File: src/hdl/idpd_pkg.sv
`default_nettype none

package idpd_pkg;

    // Width of internal store addresses; covers the largest mask offset at any store size.
    localparam int ADDR_W = 21;

    // Frames wider or taller than this are clipped to it.
    localparam logic [8:0] MAX_SIDE = 9'd256;

    // Depth of the queue between the front and the back.
    localparam int QDEPTH = 2;
    localparam int QPTR_W = $clog2(QDEPTH);

    // Transaction kinds.
    localparam logic KIND_WRITE = 1'b0;
    localparam logic KIND_PIXEL = 1'b1;

    // Result status codes.
    localparam logic [1:0] STATUS_OK    = 2'd0;
    localparam logic [1:0] STATUS_DEPTH = 2'd1;
    localparam logic [1:0] STATUS_RANGE = 2'd2;

    // Configuration register indexes.
    localparam logic [1:0] CFG_IMAGE_WIDTH    = 2'd0;
    localparam logic [1:0] CFG_IMAGE_ROWS     = 2'd1;
    localparam logic [1:0] CFG_BITS_PER_PIXEL = 2'd2;
    localparam logic [1:0] CFG_PALETTE_COLORS = 2'd3;

    // Supported color depths.
    localparam logic [5:0] DEPTH_1  = 6'd1;
    localparam logic [5:0] DEPTH_4  = 6'd4;
    localparam logic [5:0] DEPTH_8  = 6'd8;
    localparam logic [5:0] DEPTH_24 = 6'd24;
    localparam logic [5:0] DEPTH_32 = 6'd32;

    // Alpha values taken from the AND mask.
    localparam logic [7:0] ALPHA_OPAQUE = 8'hFF;
    localparam logic [7:0] ALPHA_CLEAR  = 8'h00;

    // Pixel decoding mode, one per supported depth.
    typedef enum logic [2:0] {
        MODE_PAL1 = 3'd0,
        MODE_PAL4 = 3'd1,
        MODE_PAL8 = 3'd2,
        MODE_RGB  = 3'd3,
        MODE_RGBA = 3'd4
    } mode_t;

    // Configuration register contents.
    typedef struct packed {
        logic [8:0] image_width;
        logic [8:0] image_rows;
        logic [5:0] bits_per_pixel;
        logic [7:0] palette_colors;
    } cfg_t;

    // One classified transaction passed from the front to the back.
    typedef struct packed {
        logic              kind;
        logic [1:0]        status;
        mode_t             mode;
        logic [18:0]       waddr;
        logic [7:0]        wdata;
        logic [ADDR_W-1:0] col_addr;
        logic [ADDR_W-1:0] and_addr;
        logic [7:0]        x;
        logic [7:0]        dest_row;
    } entry_t;

endpackage

`default_nettype wire

File: src/hdl/idpd_queue.sv
`default_nettype none

module idpd_queue (
    input  wire logic           clk,
    input  wire logic           rst_n,
    input  wire logic           push,
    input  idpd_pkg::entry_t    push_data,
    output logic                full,
    input  wire logic           pop,
    output logic                empty,
    output idpd_pkg::entry_t    head
);
    import idpd_pkg::*;

    entry_t            q_reg [QDEPTH];
    logic [QPTR_W-1:0] wr_ptr_reg;
    logic [QPTR_W-1:0] rd_ptr_reg;
    logic [QPTR_W:0]   count_reg;

    assign full  = (count_reg == (QPTR_W + 1)'(QDEPTH));
    assign empty = (count_reg == '0);
    assign head  = q_reg[rd_ptr_reg];

    function automatic logic [QPTR_W-1:0] ptr_inc(input logic [QPTR_W-1:0] p);
        ptr_inc = (p == QPTR_W'(QDEPTH - 1)) ? '0 : p + 1'b1;
    endfunction

    // Pointers and fill count.
    always_ff @(posedge clk or negedge rst_n)
    begin
        if (!rst_n)
        begin
            wr_ptr_reg <= '0;
            rd_ptr_reg <= '0;
            count_reg  <= '0;
        end
        else
        begin
            if (push)
                wr_ptr_reg <= ptr_inc(wr_ptr_reg);
            if (pop)
                rd_ptr_reg <= ptr_inc(rd_ptr_reg);
            if (push && !pop)
                count_reg <= count_reg + 1'b1;
            else if (pop && !push)
                count_reg <= count_reg - 1'b1;
        end
    end

    // Entry storage.
    always_ff @(posedge clk)
    begin
        if (push)
            q_reg[wr_ptr_reg] <= push_data;
    end

    a_no_overflow: assert property (@(posedge clk) disable iff (!rst_n)
        push |-> !full)
        else $error("queue written while full");

    a_no_underflow: assert property (@(posedge clk) disable iff (!rst_n)
        pop |-> !empty)
        else $error("queue read while empty");

endmodule

`default_nettype wire

File: config.mk
export PLATFORM = sky130hd
export DESIGN_NAME = idpd_queue
export DESIGN_NICKNAME = d
export VERILOG_FILES = /design/src/hdl/idpd_pkg.sv /design/src/hdl/idpd_queue.sv
export SDC_FILE = /design/constraint.sdc
export NUM_CORES = 1
export LEC_CHECK = 0
export ABC_AREA = 0
export BUFFER_PORTS_ARGS = -buffer_cell sky130_fd_sc_hd__buf_2
export CAP_MARGIN = 20
export CORE_MARGIN = 4
export CORE_UTILIZATION = 52
export DETAILED_ROUTE_END_ITERATION = 8
export HOLD_SLACK_MARGIN = 0.02
export PLACE_DENSITY = 0.87
export SLEW_MARGIN = 25
export SYNTH_ARGS = -nofsm -noshare
export SYNTH_HDL_FRONTEND = slang
export SYNTH_SLANG_ARGS = --single-unit
export TNS_END_PERCENT = 20
File: constraint.sdc
create_clock -name clk -period 6.5 [get_ports clk]
set_input_delay 1.95 -clock clk [delete_from_list [all_inputs] [get_ports clk]]
set_output_delay 1.95 -clock clk [all_outputs]
set_load 0.05 [all_outputs]
==> results of run 1 <==
-- through the flow --
step / hold WS [ps] / cells / setup slack (ps)
floorplan: 455 / 299 / 30.1
CTS: 507 / 688 / 1810
finish: 500 / 689 / 1840
detailed placement: 480 / 656 / 2280
global route: 525 / 689 / 1720
global placement: 470 / 656 / 2350
-- worst min-delay path by stage --
stage	startpoint	endpoint	slack [ps]	cells past startpoint
after CTS	count_reg[1]$_DFFE_PN0P_	count_reg[1]$_DFFE_PN0P_	510	1
after floorplan	wr_ptr_reg$_DFFE_PN0P_	wr_ptr_reg$_DFFE_PN0P_	460	1
after global placement	count_reg[1]$_DFFE_PN0P_	count_reg[1]$_DFFE_PN0P_	470	1
after global routing	count_reg[1]$_DFFE_PN0P_	count_reg[1]$_DFFE_PN0P_	520	1
after detailed placement	count_reg[1]$_DFFE_PN0P_	count_reg[1]$_DFFE_PN0P_	480	1
final	count_reg[1]$_DFFE_PN0P_	count_reg[1]$_DFFE_PN0P_	500	1
-- per-layer routing --
metal	part of all wire, %	vias up
li1	-	1587
met1	38	1698
met2	52	130
met3	8.0	14
met4	1.2	0
met5	0	-
-- Yosys cell counts --
cell	count
nor2b_1	2
nor2_1	2
ha_1	1
dfrtp_1	4
xor2_1	4
inv_1	1
mux2_4	80
buf_6	1
xnor2_1	1
mux2_2	11
buf_2	1
and2_1	1
buf_12	8
edfxtp_1	182
-- logic make-up (layout without fill, tap and decap cells) --
logic type	count (synthesis)	in the layout	share of synthesized area [%]
XOR/XNOR	5	5	0.612
buffers and inverters	11	225	2.52
adder cells (fa/ha/maj)	1	1	0.175
flip-flops	186	186	77.8
multiplexers	91	91	18.5
AND/OR/NAND/NOR	5	5	0.367
-- layout make-up --
type	count	area, µm²	area share, %
multi-input cells	102	1420	16.1
clock inverters	15	173	1.96
clock buffers	17	425	4.83
well taps	176	220	2.50
repair buffers	192	1010	11.4
inverters	1	3.75	0.0426
flip-flops and latches	186	5570	63.2
-- where the power goes --
part / switching [W] / internal, W / leakage (nW) / total (W)
Clock: 0.000421 / 0.000605 / 0.291 / 0.00103
Combinational: 0.00127 / 0.000611 / 1.52 / 0.00188
Sequential: 0.000136 / 0.00159 / 1.75 / 0.00173
-- placed cells by master (no fill, tap or decap) --
| cell type | n |
|---|---|
| buf_2 | 187 |
| edfxtp_1 | 182 |
| mux2_4 | 80 |
| clkbuf_16 | 17 |
| mux2_2 | 11 |
| xor2_1 | 4 |
| clkinv_2 | 4 |
| bufinv_16 | 3 |
| inv_6 | 3 |
| dfrtp_1 | 3 |
| buf_4 | 3 |
| nor2_1 | 2 |
| clkinvlp_4 | 2 |
| clkinv_4 | 2 |
| inv_1 | 1 |
| nor2b_1 | 1 |
| and2_4 | 1 |
| nor2b_4 | 1 |
| xnor2_1 | 1 |
| ha_1 | 1 |
| clkinv_1 | 1 |
| buf_16 | 1 |
| buf_12 | 1 |
| dfrtp_4 | 1 |
==> impl_metrics.json, run 1 <==
{
  "slew_headroom_pct": 46.0,
  "grtUsageMet3_pct": 6.10,
  "yosysSeqAreaShare_pct": 77.8,
  "status": "finished clean",
  "netlist_top_cells_area": "edfxtp_1, mux2_4, buf_12, mux2_2, dfrtp_1",
  "grt_util_met2_pct": 27.7,
  "path_depth": 3,
  "drtAntennaViolNets": 0,
  "final_area_um2": 8810,
  "grt_first_pass_wirelength_mm": 19.5,
  "grt_max_degree": 57,
  "avgRoutedWirePerCell_um": 17.8,
  "cp-end-kind": "primary output",
  "die-width_um": 125,
  "rsz0062_at_grt": "false",
  "initial_core_util_pct": 53.6,
  "routabilityCongestion": 0.716,
  "worstPathArrival_ps": 2710,
  "cp_cell_sequence": "buf_4 > mux2_2 > buf_2",
  "leakagePower_nw": 3.57,
  "gr-usage-met1_pct": 18.5,
  "drt_pass1_iterations": 4,
  "startpoint_type": "flop",
  "ios": 188,
  "drive_gt1_share_pct": 61.8,
  "holdBufCountCts": 0,
  "root_buffer": "clkbuf_16",
  "ir_drop_mv": 0.312,
  "placed_area_um2": 8190,
  "overflow": 0,
  "num_vias": 3429,
  "dpl.hpwl_mm": 8.25,
  "clock_latency_ps": 420,
  "fin_setup_tns_ps": 0,
  "cts_buffers": 17,
  "ys_ff_latch": 186,
  "syn_to_final_growth_pct": 23.2,
  "die_y_um": 125,
  "worstSetupEndpoint": "head[67]",
  "period_share_pct": 71.7,
  "critical_path.top_delay_family": "flip-flops",
  "max_freq_mhz": 214,
  "fp-row-count": 42,
  "fillers": 920,
  "busiest_layer": "met2",
  "cts_sinks": 186,
  "drcViolationCount": 0,
  "startpoint": "rd_ptr_reg$_DFFE_PN0P_",
  "port_buffers": 187,
  "critPathSlowestCell": "dfrtp_4",
  "tritoncts": "yes",
  "rr_startpoint": "wr_ptr_reg$_DFFE_PN0P_",
  "track_usage_pct": 16.0,
  "synthDistinctLibCells": 14,
  "syn_inst": 299,
  "htreeDepth": 4,
  "synth_area_per_cell_um2": 23.9,
  "path_class": "flop to primary output",
  "ys_warn_count": 0,
  "fin_skew_ps": 5.10,
  "yosysTopAreaCell": "edfxtp_1",
  "die-area_um2": 15700,
  "r2r_cells": 2,
  "total_power_w": 0.00463,
  "nNetsFinal": 596,
  "reg2reg_to": "q_reg[1][44]$_DFFE_PP_",
  "grt_pass1_vias": 3773,
  "path_buf_inv": 2,
  "setup_viol": 0,
  "finalHoldViolations": 0,
  "post_cts_buffers": 0,
  "power_density_nw_per_um2": 526,
  "cts.clk_slew.worst_paths_ps": 70,
  "drtIter0Drc": 206,
  "netlist_area_um2": 7150,
  "antenna_found_initial": 0,
  "cp_max_fo": 43,
  "largest_reg_flops": 182,
  "yosysTopAreaCellShare_pct": 76.4,
  "drv_cap": 0,
  "hp-class": "flop to flop",
  "drv_slew": 0,
  "slowest_delay_ps": 940,
  "required_ps": 4550,
  "post-route-util_pct": 66.0,
  "cts_resized": 0,
  "core_um2": 13300,
  "wirelength_mm": 12.3,
  "rrSetupSlack_ps": 4460,
  "syn_nets": 395,
  "period_minus_slack_ps": 4660,
  "antenna_cells": 0,
  "tightest_slew_ps": 811,
  "vias_per_cell": 4.98,
  "cts_buffer_depth": 2
}
(Power assumes the default switching activity.)
==> run 2, diff against run 1 <==
ABC_AREA = 1   (was 0)
clock period = 4.48 ns   (was 6.5 ns; I/O delays follow)
==> impl_metrics.json, run 2 <==
{
  "netlist_area_um2": 7170,
  "drtAntennaViolNets": 0,
  "netlist_top_cells_area": "edfxtp_1, mux2_4, buf_12, mux2_2, dfrtp_1",
  "setup_viol": 0,
  "period_minus_slack_ps": 3640,
  "syn_inst": 308,
  "gr-usage-met1_pct": 17.7,
  "tightest_slew_ps": 826,
  "die-width_um": 125,
  "slew_headroom_pct": 44.9,
  "drt_pass1_iterations": 6,
  "holdBufCountCts": 0,
  "die_y_um": 125,
  "dp.cells": 665,
  "critPathSlowestCell": "dfrtp_4",
  "ys_warn_count": 0,
  "hold_depth": 2,
  "nNetsFinal": 604,
  "ys_top_cells_by_count": "edfxtp_1, mux2_4, mux2_2",
  "cts.clk_slew.worst_paths_ps": 60,
  "drcViolationCount": 0,
  "cp_max_fo": 36,
  "whs_endpoint": "count_reg[1]$_DFFE_PN0P_",
  "rr_startpoint": "wr_ptr_reg$_DFFE_PN0P_",
  "post_cts_buffers": 0,
  "ios": 188,
  "ir_drop_mv": 0.398,
  "grt_max_degree": 92,
  "cts_buffers": 17,
  "fillers": 905,
  "clock_latency_ps": 420,
  "startpoint_type": "flop",
  "grt_pass1_vias": 3840,
  "drv_cap": 0,
  "avgRoutedWirePerCell_um": 17.7,
  "status": "finished clean",
  "final_cell_count_no_fill": 697,
  "slowest_delay_ps": 830,
  "reg2reg_to": "q_reg[1][75]$_DFFE_PP_",
  "yosysTopAreaCellShare_pct": 76.2,
  "power_density_nw_per_um2": 764,
  "finalHoldViolations": 0,
  "tritoncts": "yes",
  "synth_edf_count": 182,
  "mostFrequentLayoutCell": "buf_2",
  "routabilityCongestion": 0.712,
  "hp-class": "flop to flop",
  "syn_nets": 404,
  "cts_resized": 0,
  "cts_sinks": 186,
  "rrSetupSlack_ps": 2900,
  "synth_area_per_cell_um2": 23.3,
  "path_class": "flop to primary output",
  "period_share_pct": 81.2,
  "grt_first_pass_wirelength_mm": 19.3,
  "busiest_layer": "met2",
  "hold_start": "count_reg[1]$_DFFE_PN0P_",
  "antenna_cells": 0,
  "die-area_um2": 15700,
  "initial_core_util_pct": 53.5,
  "dpl.hpwl_mm": 8.50,
  "final_area_um2": 8820,
  "vias_per_cell": 4.97,
  "synthDistinctLibCells": 15,
  "synth-main-ff-cell": "edfxtp_1",
  "yosysTopAreaCell": "edfxtp_1",
  "pre_cts_slack_ps": 1250,
  "yosysSeqAreaShare_pct": 77.6,
  "rsz0062_at_grt": "false",
  "drv_slew": 0,
  "layout_common_cells": "buf_2, edfxtp_1, mux2_4, clkbuf_16, mux2_2",
  "cp_cell_sequence": "buf_4 > mux2_4 > buf_2",
  "required_ps": 3140,
  "num_vias": 3465,
  "seq_area_um2": 5570,
  "worstPathArrival_ps": 2290,
  "fp-row-count": 42,
  "grtUsageMet3_pct": 6.01,
  "synth_most_common_cell": "edfxtp_1",
  "wirelength_mm": 12.4,
  "core_um2": 13400,
  "ys_ff_latch": 186,
  "synthArstFlopShare_pct": 2.15,
  "cts_buffer_depth": 2,
  "antenna_found_initial": 2,
  "setup_ws_ps": 842,
  "root_buffer": "clkbuf_16",
  "largest_reg_flops": 182,
  "port_buffers": 187,
  "multi_input_area_um2": 1410,
  "track_usage_pct": 16.0,
  "drtIter0Drc": 220,
  "leakagePower_nw": 3.59,
  "cp-end-kind": "primary output",
  "r2r_cells": 2,
  "fin_skew_ps": 7.18,
  "fin_setup_tns_ps": 0,
  "overflow": 0,
  "max_freq_mhz": 275,
  "drive_gt1_share_pct": 59.9,
  "placed_area_um2": 8210,
  "syn_to_final_growth_pct": 22.9,
  "total_power_w": 0.00673,
  "grt_util_met2_pct": 28.0,
  "htreeDepth": 4
}
-- run 2: cell count changes in the layout (fill, tap and decap cells not counted), moves of 2 or more --
cell / delta
inv_1: +5
clkbuf_1: +5
inv_6: -2
xor2_1: -2
clkinv_4: -2
nand2_1: +5
-- run 2: final cells by class --
cell class                      instances  area share (%)
Sequential cell                       186            63.2
Multi-Input combinational cell        105            16.0
Timing Repair Buffer                  191            11.1
Clock buffer                           23            5.19
Tap cell                              176            2.50
Clock inverter                          9            1.67
Inverter                                7           0.355
-- run 2: through the flow --
step / hold slack, ps / utilization (%)
after floorplan: 463 / -
after global placement: 478 / 61.3
after detailed placement: 537 / 61.3
after CTS: 550 / 65.8
after global routing: 574 / 65.8
final: 541 / 65.8
-- run 2: kinds of logic (layout without fill, tap and decap cells) --
family / Yosys count / count (layout) / share of synthesized area (%)
mux: 91 / 91 / 18.5
flops: 186 / 186 / 77.6
buf+inv: 17 / 230 / 2.83
fa+ha+maj: 1 / 1 / 0.174
simple gates: 10 / 10 / 0.576
xor+xnor: 3 / 3 / 0.366
-- run 2: metal layers --
layer | vias to the layer above | share of wire [%]
met2 | 127 | 53
met1 | 1710 | 38
li1 | 1606 | -
met5 | - | 0.17
met4 | 4 | 1.4
met3 | 18 | 7.2
-- run 2: worst max-delay path by stage --
stage	from	end	slack, ps	cells after the start
after global placement	rd_ptr_reg$_DFFE_PN0P_	head[24]	1280	3
after detailed placement	rd_ptr_reg$_DFFE_PN0P_	head[55]	1250	3
after global routing	rd_ptr_reg$_DFFE_PN0P_	head[24]	730	3
final	rd_ptr_reg$_DFFE_PN0P_	head[24]	840	3
after floorplan	push	q_reg[0][0]$_DFFE_PP_	320	2
after CTS	rd_ptr_reg$_DFFE_PN0P_	head[24]	790	3
-- run 2: report_power, final --
part / internal [W] / switching [W] / total [W]
clock network: 0.000945 / 0.000572 / 0.00152
registers: 0.00232 / 0.000175 / 0.00249
logic: 0.000869 / 0.00186 / 0.00273
total: 0.00413 / 0.00260 / 0.00673
-- run 2: critical path: cells and delay by family (launching register included) --
kind | cells | cell delay, ps
flip-flops | 1 | 830
buffers and inverters | 2 | 670
multiplexers | 1 | 340
