`src/hdl/idpd_pkg.sv`:
```
`default_nettype none

package idpd_pkg;

    // Width of internal store addresses; covers the largest mask offset at any store size.
    localparam int ADDR_W = 21;

    // Frames wider or taller than this are clipped to it.
    localparam logic [8:0] MAX_SIDE = 9'd256;

    // Depth of the queue between the front and the back.
    localparam int QDEPTH = 2;
    localparam int QPTR_W = $clog2(QDEPTH);

    // Transaction kinds.
    localparam logic KIND_WRITE = 1'b0;
    localparam logic KIND_PIXEL = 1'b1;

    // Result status codes.
    localparam logic [1:0] STATUS_OK    = 2'd0;
    localparam logic [1:0] STATUS_DEPTH = 2'd1;
    localparam logic [1:0] STATUS_RANGE = 2'd2;

    // Configuration register indexes.
    localparam logic [1:0] CFG_IMAGE_WIDTH    = 2'd0;
    localparam logic [1:0] CFG_IMAGE_ROWS     = 2'd1;
    localparam logic [1:0] CFG_BITS_PER_PIXEL = 2'd2;
    localparam logic [1:0] CFG_PALETTE_COLORS = 2'd3;

    // Supported color depths.
    localparam logic [5:0] DEPTH_1  = 6'd1;
    localparam logic [5:0] DEPTH_4  = 6'd4;
    localparam logic [5:0] DEPTH_8  = 6'd8;
    localparam logic [5:0] DEPTH_24 = 6'd24;
    localparam logic [5:0] DEPTH_32 = 6'd32;

    // Alpha values taken from the AND mask.
    localparam logic [7:0] ALPHA_OPAQUE = 8'hFF;
    localparam logic [7:0] ALPHA_CLEAR  = 8'h00;

    // Pixel decoding mode, one per supported depth.
    typedef enum logic [2:0] {
        MODE_PAL1 = 3'd0,
        MODE_PAL4 = 3'd1,
        MODE_PAL8 = 3'd2,
        MODE_RGB  = 3'd3,
        MODE_RGBA = 3'd4
    } mode_t;

    // Configuration register contents.
    typedef struct packed {
        logic [8:0] image_width;
        logic [8:0] image_rows;
        logic [5:0] bits_per_pixel;
        logic [7:0] palette_colors;
    } cfg_t;

    // One classified transaction passed from the front to the back.
    typedef struct packed {
        logic              kind;
        logic [1:0]        status;
        mode_t             mode;
        logic [18:0]       waddr;
        logic [7:0]        wdata;
        logic [ADDR_W-1:0] col_addr;
        logic [ADDR_W-1:0] and_addr;
        logic [7:0]        x;
        logic [7:0]        dest_row;
    } entry_t;

endpackage

`default_nettype wire

```
`src/hdl/idpd_front.sv`:
```
`default_nettype none

module idpd_front (
    input  wire logic             clk,
    input  wire logic             rst_n,
    input  wire logic             start,
    output logic                  busy,
    input  wire logic             kind,
    input  wire logic [18:0]      byte_address,
    input  wire logic [7:0]       data_byte,
    input  wire logic [7:0]       pixel_x,
    input  wire logic [7:0]       pixel_y,
    input  idpd_pkg::cfg_t        cfg,
    input  wire logic             q_full,
    output logic                  push,
    output idpd_pkg::entry_t      push_data
);
    import idpd_pkg::*;

    typedef enum logic [3:0] {
        F_IDLE = 4'b0001,
        F_CALC = 4'b0010,
        F_MUL  = 4'b0100,
        F_PUSH = 4'b1000
    } fstate_t;

    fstate_t state_reg;
    fstate_t state_next;

    logic        kind_reg;
    logic [18:0] addr_reg;
    logic [7:0]  data_reg;
    logic [7:0]  x_reg;
    logic [7:0]  y_reg;

    logic [8:0]  h_reg;
    logic [10:0] pitch_reg;
    logic [6:0]  apitch_reg;
    logic [10:0] xbase_reg;
    logic [1:0]  status_reg;
    mode_t       mode_reg;

    logic [19:0] hp_reg;
    logic [18:0] yp_reg;
    logic [14:0] ya_reg;

    logic        accept;
    logic [8:0]  w_lim;
    logic [8:0]  h_lim;
    logic        depth_ok;
    mode_t       mode_calc;
    logic [13:0] bits;
    logic [13:0] bits_round;
    logic [9:0]  w_round;
    logic [8:0]  colors;
    logic [1:0]  status_calc;
    logic [9:0]  col_off;
    logic [ADDR_W-1:0] row_addr;

    assign accept = start && (state_reg == F_IDLE);
    assign busy   = (state_reg != F_IDLE);
    assign push   = (state_reg == F_PUSH) && !q_full;

    // Frame size clipped to the largest supported side.
    always_comb
    begin
        w_lim = (cfg.image_width > MAX_SIDE) ? MAX_SIDE : cfg.image_width;
        h_lim = (cfg.image_rows > MAX_SIDE) ? MAX_SIDE : cfg.image_rows;
    end

    // Depth decode.
    always_comb
    begin
        depth_ok  = 1'b1;
        mode_calc = MODE_RGBA;
        unique case (cfg.bits_per_pixel)
            DEPTH_1:  mode_calc = MODE_PAL1;
            DEPTH_4:  mode_calc = MODE_PAL4;
            DEPTH_8:  mode_calc = MODE_PAL8;
            DEPTH_24: mode_calc = MODE_RGB;
            DEPTH_32: mode_calc = MODE_RGBA;
            default:  depth_ok = 1'b0;
        endcase
    end

    // Row pitch in bits, rounded up to whole 32-bit words.
    always_comb
    begin
        case (mode_calc)
            MODE_PAL1: bits = 14'(w_lim);
            MODE_PAL4: bits = 14'(w_lim) << 2;
            MODE_PAL8: bits = 14'(w_lim) << 3;
            MODE_RGB:  bits = (14'(w_lim) << 4) + (14'(w_lim) << 3);
            MODE_RGBA: bits = 14'(w_lim) << 5;
            default:   bits = '0;
        endcase
        bits_round = bits + 14'd31;
        w_round    = 10'(w_lim) + 10'd31;
    end

    // Palette size; zero means a full palette at the indexed depths.
    always_comb
    begin
        colors = {1'b0, cfg.palette_colors};
        if (cfg.palette_colors == 8'd0)
        begin
            case (mode_calc)
                MODE_PAL1: colors = 9'd2;
                MODE_PAL4: colors = 9'd16;
                MODE_PAL8: colors = 9'd256;
                default:   colors = 9'd0;
            endcase
        end
    end

    // Depth is checked before position.
    always_comb
    begin
        if (!depth_ok)
            status_calc = STATUS_DEPTH;
        else if (({1'b0, x_reg} >= w_lim) || ({1'b0, y_reg} >= h_lim))
            status_calc = STATUS_RANGE;
        else
            status_calc = STATUS_OK;
    end

    // Byte offset of the pixel within its color mask row.
    always_comb
    begin
        case (mode_reg)
            MODE_PAL1: col_off = 10'(x_reg[7:3]);
            MODE_PAL4: col_off = 10'(x_reg[7:1]);
            MODE_PAL8: col_off = 10'(x_reg);
            MODE_RGB:  col_off = {2'b00, x_reg} + {1'b0, x_reg, 1'b0};
            MODE_RGBA: col_off = {x_reg, 2'b00};
            default:   col_off = '0;
        endcase
        row_addr = ADDR_W'(xbase_reg) + ADDR_W'(yp_reg);
    end

    // Transaction handed to the queue.
    always_comb
    begin
        push_data.kind     = kind_reg;
        push_data.status   = status_reg;
        push_data.mode     = mode_reg;
        push_data.waddr    = addr_reg;
        push_data.wdata    = data_reg;
        push_data.col_addr = row_addr + ADDR_W'(col_off);
        push_data.and_addr = ADDR_W'(xbase_reg) + ADDR_W'(hp_reg) + ADDR_W'(ya_reg)
                           + ADDR_W'(x_reg[7:3]);
        push_data.x        = x_reg;
        push_data.dest_row = 8'(h_reg - 9'd1 - {1'b0, y_reg});
    end

    // Sequencing: capture, classify, multiply (pixels only), then wait for queue space.
    always_comb
    begin
        state_next = state_reg;
        unique case (state_reg)
            F_IDLE: if (accept) state_next = F_CALC;
            F_CALC: state_next = (kind_reg == KIND_WRITE) ? F_PUSH : F_MUL;
            F_MUL:  state_next = F_PUSH;
            F_PUSH: if (!q_full) state_next = F_IDLE;
            default: state_next = F_IDLE;
        endcase
    end

    always_ff @(posedge clk or negedge rst_n)
    begin
        if (!rst_n)
            state_reg <= F_IDLE;
        else
            state_reg <= state_next;
    end

    // Datapath registers.
    always_ff @(posedge clk)
    begin
        if (accept)
        begin
            kind_reg <= kind;
            addr_reg <= byte_address;
            data_reg <= data_byte;
            x_reg    <= pixel_x;
            y_reg    <= pixel_y;
        end
        if (state_reg == F_CALC)
        begin
            h_reg      <= h_lim;
            pitch_reg  <= {bits_round[13:5], 2'b00};
            apitch_reg <= {w_round[9:5], 2'b00};
            xbase_reg  <= {colors, 2'b00};
            status_reg <= status_calc;
            mode_reg   <= mode_calc;
        end
        if (state_reg == F_MUL)
        begin
            hp_reg <= 20'(h_reg) * 20'(pitch_reg);
            yp_reg <= 19'(y_reg) * 19'(pitch_reg);
            ya_reg <= 15'(y_reg) * 15'(apitch_reg);
        end
    end

endmodule

`default_nettype wire

```
`config.mk`:
```
export PLATFORM = sky130hd
export DESIGN_NAME = idpd_front
export DESIGN_NICKNAME = d
export VERILOG_FILES = /design/src/hdl/idpd_pkg.sv /design/src/hdl/idpd_front.sv
export SDC_FILE = /design/constraint.sdc
export NUM_CORES = 1
export LEC_CHECK = 0
export BUFFER_PORTS_ARGS = -buffer_cell sky130_fd_sc_hd__buf_2
export CAP_MARGIN = 20
export CORE_MARGIN = 3
export CORE_UTILIZATION = 55
export CTS_BUF_LIST = sky130_fd_sc_hd__clkbuf_8 sky130_fd_sc_hd__clkbuf_16
export DETAILED_ROUTE_END_ITERATION = 12
export PLACE_DENSITY_LB_ADDON = 0.1
export SLEW_MARGIN = 40
export SYNTH_ARGS = -nofsm -noshare
export SYNTH_HDL_FRONTEND = slang
export SYNTH_SLANG_ARGS = --single-unit
```
`constraint.sdc`:
```
create_clock -name clk -period 4.8 [get_ports clk]
set_clock_uncertainty 0.15 [all_clocks]
set_input_delay 0.72 -clock clk [delete_from_list [all_inputs] [get_ports clk]]
set_output_delay 0.72 -clock clk [all_outputs]
set_load 0.05 [all_outputs]
```
==> results of run 1 <==
[worst reg2reg max path: stages (launching register included)]
cell	delay [ns]
edfxtp_1	0.45
buf_4	0.18
buf_6	0.11
buf_6	0.12
and2_4	0.14
fa_1	0.55
fa_1	0.44
fa_1	0.55
fa_1	0.47
ha_4	0.20
o41a_1	0.42
a41o_1	0.24
o41a_1	0.42
xor2_1	0.16
[worst max path at each step]
stage,startpoint,to,slack [ns],cells past startpoint
2_1_floorplan,x_reg[1],push_data[51],-0.27,16
3_3_place_gp,x_reg[1],push_data[54],-0.1,20
3_5_place_dp,pitch_reg[4],yp_reg[18],-0.14,16
4_1_cts,x_reg[1],push_data[54],-0.48,20
5_1_grt,x_reg[1],push_data[56],-0.59,19
6_report,x_reg[2],push_data[51],-0.46,18
[synthesized netlist by cell type, drive strengths merged (4+ instances only)]
cell type  number  share of area [%]
a21oi          56                1.9
nand3          11               0.38
mux2i           4               0.28
a31oi           9               0.39
fa            134                 19
xnor2          59                3.6
and2          131                5.7
buf             9               0.41
a21boi          4               0.21
inv           218                5.7
o211ai          6               0.31
nor3           24               0.83
nor3b          10               0.52
a21o           22                1.1
and3           11               0.48
xor2           22                1.3
a2111oi         5               0.30
nand2         121                3.1
ha            181                 16
edfxtp        129                 27
a211oi         15               0.78
a22oi           4               0.21
o22ai           6               0.26
nor4            4               0.17
nor2           61                1.6
o311ai          4               0.24
o21a            8               0.41
or4             4               0.23
o21bai         15               0.78
o21ai          32                1.1
clkbuf         35               0.91
nor2b          15               0.65
nand2b         26                1.1
[layout by cell type (no fill, tap or decap), types with 18 or more instances in the layout]
cell type  netlist  final
edfxtp_1       129    129
a21oi_1         56     42
inv_2            0     28
o21ai_0         32     22
buf_2            2    154
and2_1         131    115
ha_1           181    157
fa_1           134    120
nand2_1        121    109
buf_6            1     42
ha_4             0     20
nor2_1          61     55
xnor2_1         59     48
nand2b_1        26     25
inv_1          218    190
a21o_1          22     22
buf_4            4    157
nor3_1          24     18
[kinds of logic (layout without fill, tap and decap cells)]
logic type / count (synthesis) / after routing
other: 1 / 2
AO/OA/AOI/OAI: 213 / 213
buffers and inverters: 263 / 606
AND/OR/NAND/NOR: 440 / 440
multiplexers: 5 / 5
XOR/XNOR: 81 / 81
flip-flops: 133 / 133
adder cells (fa/ha/maj): 315 / 315
[through the flow]
stage / area (µm²) / cells / setup WS, ns / hold WS (ns) / TNS [ns]
detailed placement: 16770 / 2023 / -0.1364 / 0.3764 / -1.124
finish: 18780 / 2125 / -0.4578 / 0.3168 / -4.252
global route: 18780 / 2125 / -0.5947 / 0.3082 / -6.759
floorplan: 14810 / 1452 / -0.2653 / 0.2744 / -1.705
CTS: 17840 / 2081 / -0.4829 / 0.3049 / -4.225
global placement: 16770 / 2023 / -0.09521 / 0.3664 / -0.6947
[report_power, final]
part | internal, mW | switching, mW
clock | 0.863 | 0.518
combinational | 4.70 | 5.63
sequential | 1.79 | 0.143
[repair_timing]
item	CTS	global route
gates resized for setup	77	156
pin swaps	37	115
hold buffers	1	0
buffers inserted	26	47
cloned	0	1
hold endpoints to repair	3	0
setup endpoints to repair	23	26
[final cells by class]
type                    instances  area, µm²  share of cell area (%)
clock inverters                14      187.7                  0.9991
well taps                     330      412.9                   2.198
flip-flops and latches        133       3975                   21.16
repair buffers                356       2467                   13.14
clock buffers                  17      425.4                   2.265
inverters                     219      824.5                   4.390
multi-input cells            1056      10490                   55.85
[routing by layer]
layer | part of all wire (%) | GRT usage [%]
met1 | 44 | 34.78
met2 | 48 | 41.64
met3 | 6.2 | 3.921
met4 | 1.8 | 6.332
met5 | 0 | 0
==> results.toml, run 1 <==
[run_status]
status = "finished with violations"
violations = "setup timing"

[clocking]
root_buffer = "clkbuf_16"
cts_inserted_buffers = 17
insertion_delay_ns = 0.43
cts_sinks = 133
cts_buffer_depth = 2
htreeDepth = 4
tritoncts = "done"
path_clk_slew_ns = 0.06

[route]
drt-vias-per-instance = 5.405
vias = 11485
detail_route.first_pass.iterations = 4
ant_nets = 0
drcViolationCount = 0
drtIter0Drc = 597
routed_wl_um = 36460
wl_per_cell_um = 17.16

[layout]
utilization_pct = 73.54
drive_gt1_share_pct = 32.09
largest_register_ffs = 19
fillers = 1815
fin_nets = 2178
syn2layout_area_growth_pct = 29.71
antennaDiodeCount = 0

[yosys]
synth_compound_area_share_pct = 10.04
syn_area_um2 = 14480
synth_fa_ha_area_share_pct = 34.16
avgSynthCellArea_um2 = 9.980
synth_top_family_by_area = "adder cells"
synth_xor_area_share_pct = 4.899
synth-warning-count = 0
muxShareOfSynthArea_pct = 0.4320
synth.distinct_cells = 76
async_flop_share_pct = 3.008
synth_edf_count = 129
ys_seq_area_share_pct = 27.45
syn-instance-count = 1451
synth-main-ff-cell = "edfxtp_1"
ys_ff_latch = 133
yosys.area_share.simple_pct = 16.00

[floorplanning]
io_pins = 173
die_width_um = 168.3
core_area_um2 = 25540
dieArea_um2 = 28310
initial_core_util_pct = 56.69
num_rows = 58
die_y_um = 168.3

[sta]
drv_slew = 0
post-route-period-util_pct = 109.5
period_needed_ns = 5.258
tightest_slew_ns = 0.6489
worst_slew_margin_rel_pct = 56.74
setup_viol = 14
fmax_mhz = 190.2
fin_ws_ns = -0.4578
hold_viol = 0
rsz0062_at_grt = "yes"

[grt]
overflow = 0
antenna_found_initial = 0
grt_max_degree = 49
grt_pass1_vias = 11593
grt_pass1_wl_um = 57390
grt_use_total_pct = 25.09

[critical_path]
path_cells = "ha_1 -> a21o_1 -> a21o_1 -> a21o_1 -> a21o_1 -> xnor2_1 -> o221a_2 -> fa_1 -> inv_2 -> ha_4 -> inv_4 -> o21bai_4 -> a2111o_1 -> a41oi_4 -> buf_12 -> nor2_4 -> xor2_4 -> buf_6"
crit_path_top_delay_cell = "fa_1"
max_stage_delay_ns = 0.52
arrival_ns = 4.39
worstSetupPathType = "reg -> out"
path_buf_inv = 4
r2r-end = "hp_reg[18]"
worstRegToRegCells = 13
worstPathRequired_ns = 3.93
rr_startpoint = "pitch_reg[7]"
endpoint_kind = "output port"
crit_top_cell = "a21o_1"
cp_top_family = "compound AO/OA/AOI/OAI gates"
cp_max_fo = 4
ff2ff_setup_slack_ns = -0.05
startpoint_type = "flip-flop"

[worst_hold_path]
min_path_type = "in -> reg"
hold_start = "byte_address[14]"
hold_end = "addr_reg[14]"
whs_path_depth = 1

[placement]
port_buffers = 171
post-dp-hpwl_um = 27450
gp_congestion = 0.9060

[pwr]
p_per_area_nw_per_um2 = 726.3
peakVddDrop_mv = 0.6294
p_total_mw = 13.64
leakagePower_nw = 8.783

[job]
drv_cap = 0
(Power assumes the default switching activity.)
==> run 2: changes to the inputs <==
Settings changed: SETUP_SLACK_MARGIN from default to 0.1.
==> results.toml, run 2 (synthesized netlist as in run 1, its figures left out) <==
[run_status]
status = "finished with violations"
violations = "setup timing"

[route]
vias = 11555
drtIter0Drc = 723
detail_route.first_pass.iterations = 5
routed_wl_um = 36810
drt-vias-per-instance = 5.476
ant_nets = 0
wl_per_cell_um = 17.45
drcViolationCount = 0

[layout]
layout.cells.non_filler = 2110
antennaDiodeCount = 0
final_common_cell = "inv_1"
drive_gt1_share_pct = 30.67
syn2layout_area_growth_pct = 29.40
largest_register_ffs = 19
fillers = 1808
layout_common_cells = "196 x inv_1, 155 x ha_1, 153 x buf_2, 135 x buf_4, 129 x edfxtp_1"
finalInstanceArea_um2 = 18740
fin_nets = 2162

[grt]
antenna_found_initial = 0
grt_pass1_wl_um = 59230
grt_max_degree = 49
grt_pass1_vias = 11689
overflow = 0
grt_use_total_pct = 25.87

[floorplanning]
num_rows = 58
io_pins = 173
dieArea_um2 = 28310
initial_core_util_pct = 56.69
die_width_um = 168.3
core_area_um2 = 25540
die_y_um = 168.3

[pwr]
peakVddDrop_mv = 0.5378
leakagePower_nw = 8.706
p_per_area_nw_per_um2 = 721.1

[worst_hold_path]
min_path_type = "in -> reg"
hold_start = "byte_address[0]"
whs_path_depth = 1
hold_end = "addr_reg[0]"

[critical_path]
endpoint_kind = "output port"
rr_startpoint = "pitch_reg[6]"
path_cells = "ha_1 -> a21o_1 -> a21o_1 -> a21o_1 -> a21o_1 -> xnor2_1 -> o221a_2 -> fa_1 -> inv_2 -> ha_4 -> inv_4 -> o21bai_4 -> a2111o_1 -> a41oi_4 -> buf_12 -> nor2_4 -> xor2_4 -> buf_6"
startpoint_type = "flip-flop"
max_stage_delay_ns = 0.51
arrival_ns = 4.45
ff2ff_setup_slack_ns = 0.05
worstSetupPathType = "reg -> out"
worstPathRequired_ns = 3.93
worstRegToRegCells = 16
crit_path_top_delay_cell = "fa_1"
r2r-end = "hp_reg[18]"
crit_top_cell = "a21o_1"
cp_max_fo = 5

[sta]
tightest_slew_ns = 0.6416
worst_slew_margin_rel_pct = 57.22
setup_viol = 13
hold_viol = 0
period_needed_ns = 5.321
fin_ws_ns = -0.5211
drv_slew = 0
rsz0062_at_grt = "yes"
post-route-period-util_pct = 110.9
fmax_mhz = 187.9

[clocking]
cts_sinks = 133
htreeDepth = 4
path_clk_slew_ns = 0.07
insertion_delay_ns = 0.43
cts_inserted_buffers = 17
tritoncts = "done"
cts_buffer_depth = 2
root_buffer = "clkbuf_16"

[placement]
placed_cell_area_um2 = 16770
post-dp-hpwl_um = 27670
port_buffers = 171
gp_congestion = 0.9055
place_inst = 2013

[job]
drv_cap = 0
-- run 2: changes by cell type in the layout (fill, tap and decap cells not counted), sizes merged --
cell / previous run / this run
buf: 355 / 338
bufinv: 4 / 1
clkbuf: 17 / 18
clkinv: 8 / 3
inv: 219 / 228
-- run 2: worst max path at each step --
stage / from / endpoint / slack, ns / cells after the start
floorplan: x_reg[1] / push_data[51] / -0.27 / 16
global placement: x_reg[1] / push_data[54] / -0.06 / 20
detailed placement: pitch_reg[3] / yp_reg[18] / -0.12 / 15
CTS: x_reg[1] / push_data[51] / -0.48 / 18
global route: x_reg[1] / push_data[51] / -0.68 / 17
finish: x_reg[1] / push_data[53] / -0.52 / 18
-- run 2: layer usage --
metal | routed length (µm) | track usage [%]
met1 | 16250 | 36.79
met2 | 17540 | 42.22
met3 | 2365 | 4.109
met4 | 657 | 5.763
met5 | 0 | 0
-- run 2: what timing repair did --
item,in CTS,in global routing
gates cloned,1,0
hold buffers,1,0
resized for setup,97,119
setup endpoints to repair,25,29
pin swaps,39,95
hold endpoints to repair,3,0
setup buffers,36,34
-- run 2: power by group --
group	internal, mW	switching [mW]	total, mW
sequential	1.79	0.144	1.93
combinational	4.61	5.64	10.3
clock	0.738	0.592	1.33
total	7.14	6.38	13.5
-- run 2: cell type report --
class                   instances  area (µm²)  area share, %
flip-flops and latches        133        3975          21.21
repair buffers                340        2461          13.13
clock buffers                  17       425.4          2.270
multi-input cells            1056       10480          55.92
well taps                     330       412.9          2.203
clock inverters                15       158.9         0.8480
inverters                     219       827.0          4.413
-- run 2: metrics by stage --
step / TNS (ns) / worst slack (ns) / hold WS [ns] / total power, mW / util [%]
3_3_place_gp: -0.2261 / -0.05861 / 0.3571 / 10.26 / 65.65
5_1_grt: -7.169 / -0.6801 / 0.3027 / 14.68 / 73.36
3_5_place_dp: -1.069 / -0.1222 / 0.3633 / 10.44 / 65.65
6_report: -4.668 / -0.5211 / 0.3144 / 13.51 / 73.36
4_1_cts: -4.323 / -0.4783 / 0.2991 / 12.30 / 70.44
2_1_floorplan: -1.688 / -0.2652 / 0.2744 / 8.044 / -
-- run 2: critical path, delay by kind of cell (launching register included) --
kind	cells	cell delay [ns]
buffers and inverters	4	0.42
flip-flops	1	0.46
adder cells (fa/ha/maj)	3	1.05
AO/OA/AOI/OAI	8	1.74
XOR/XNOR	2	0.29
AND/OR/NAND/NOR	1	0.05
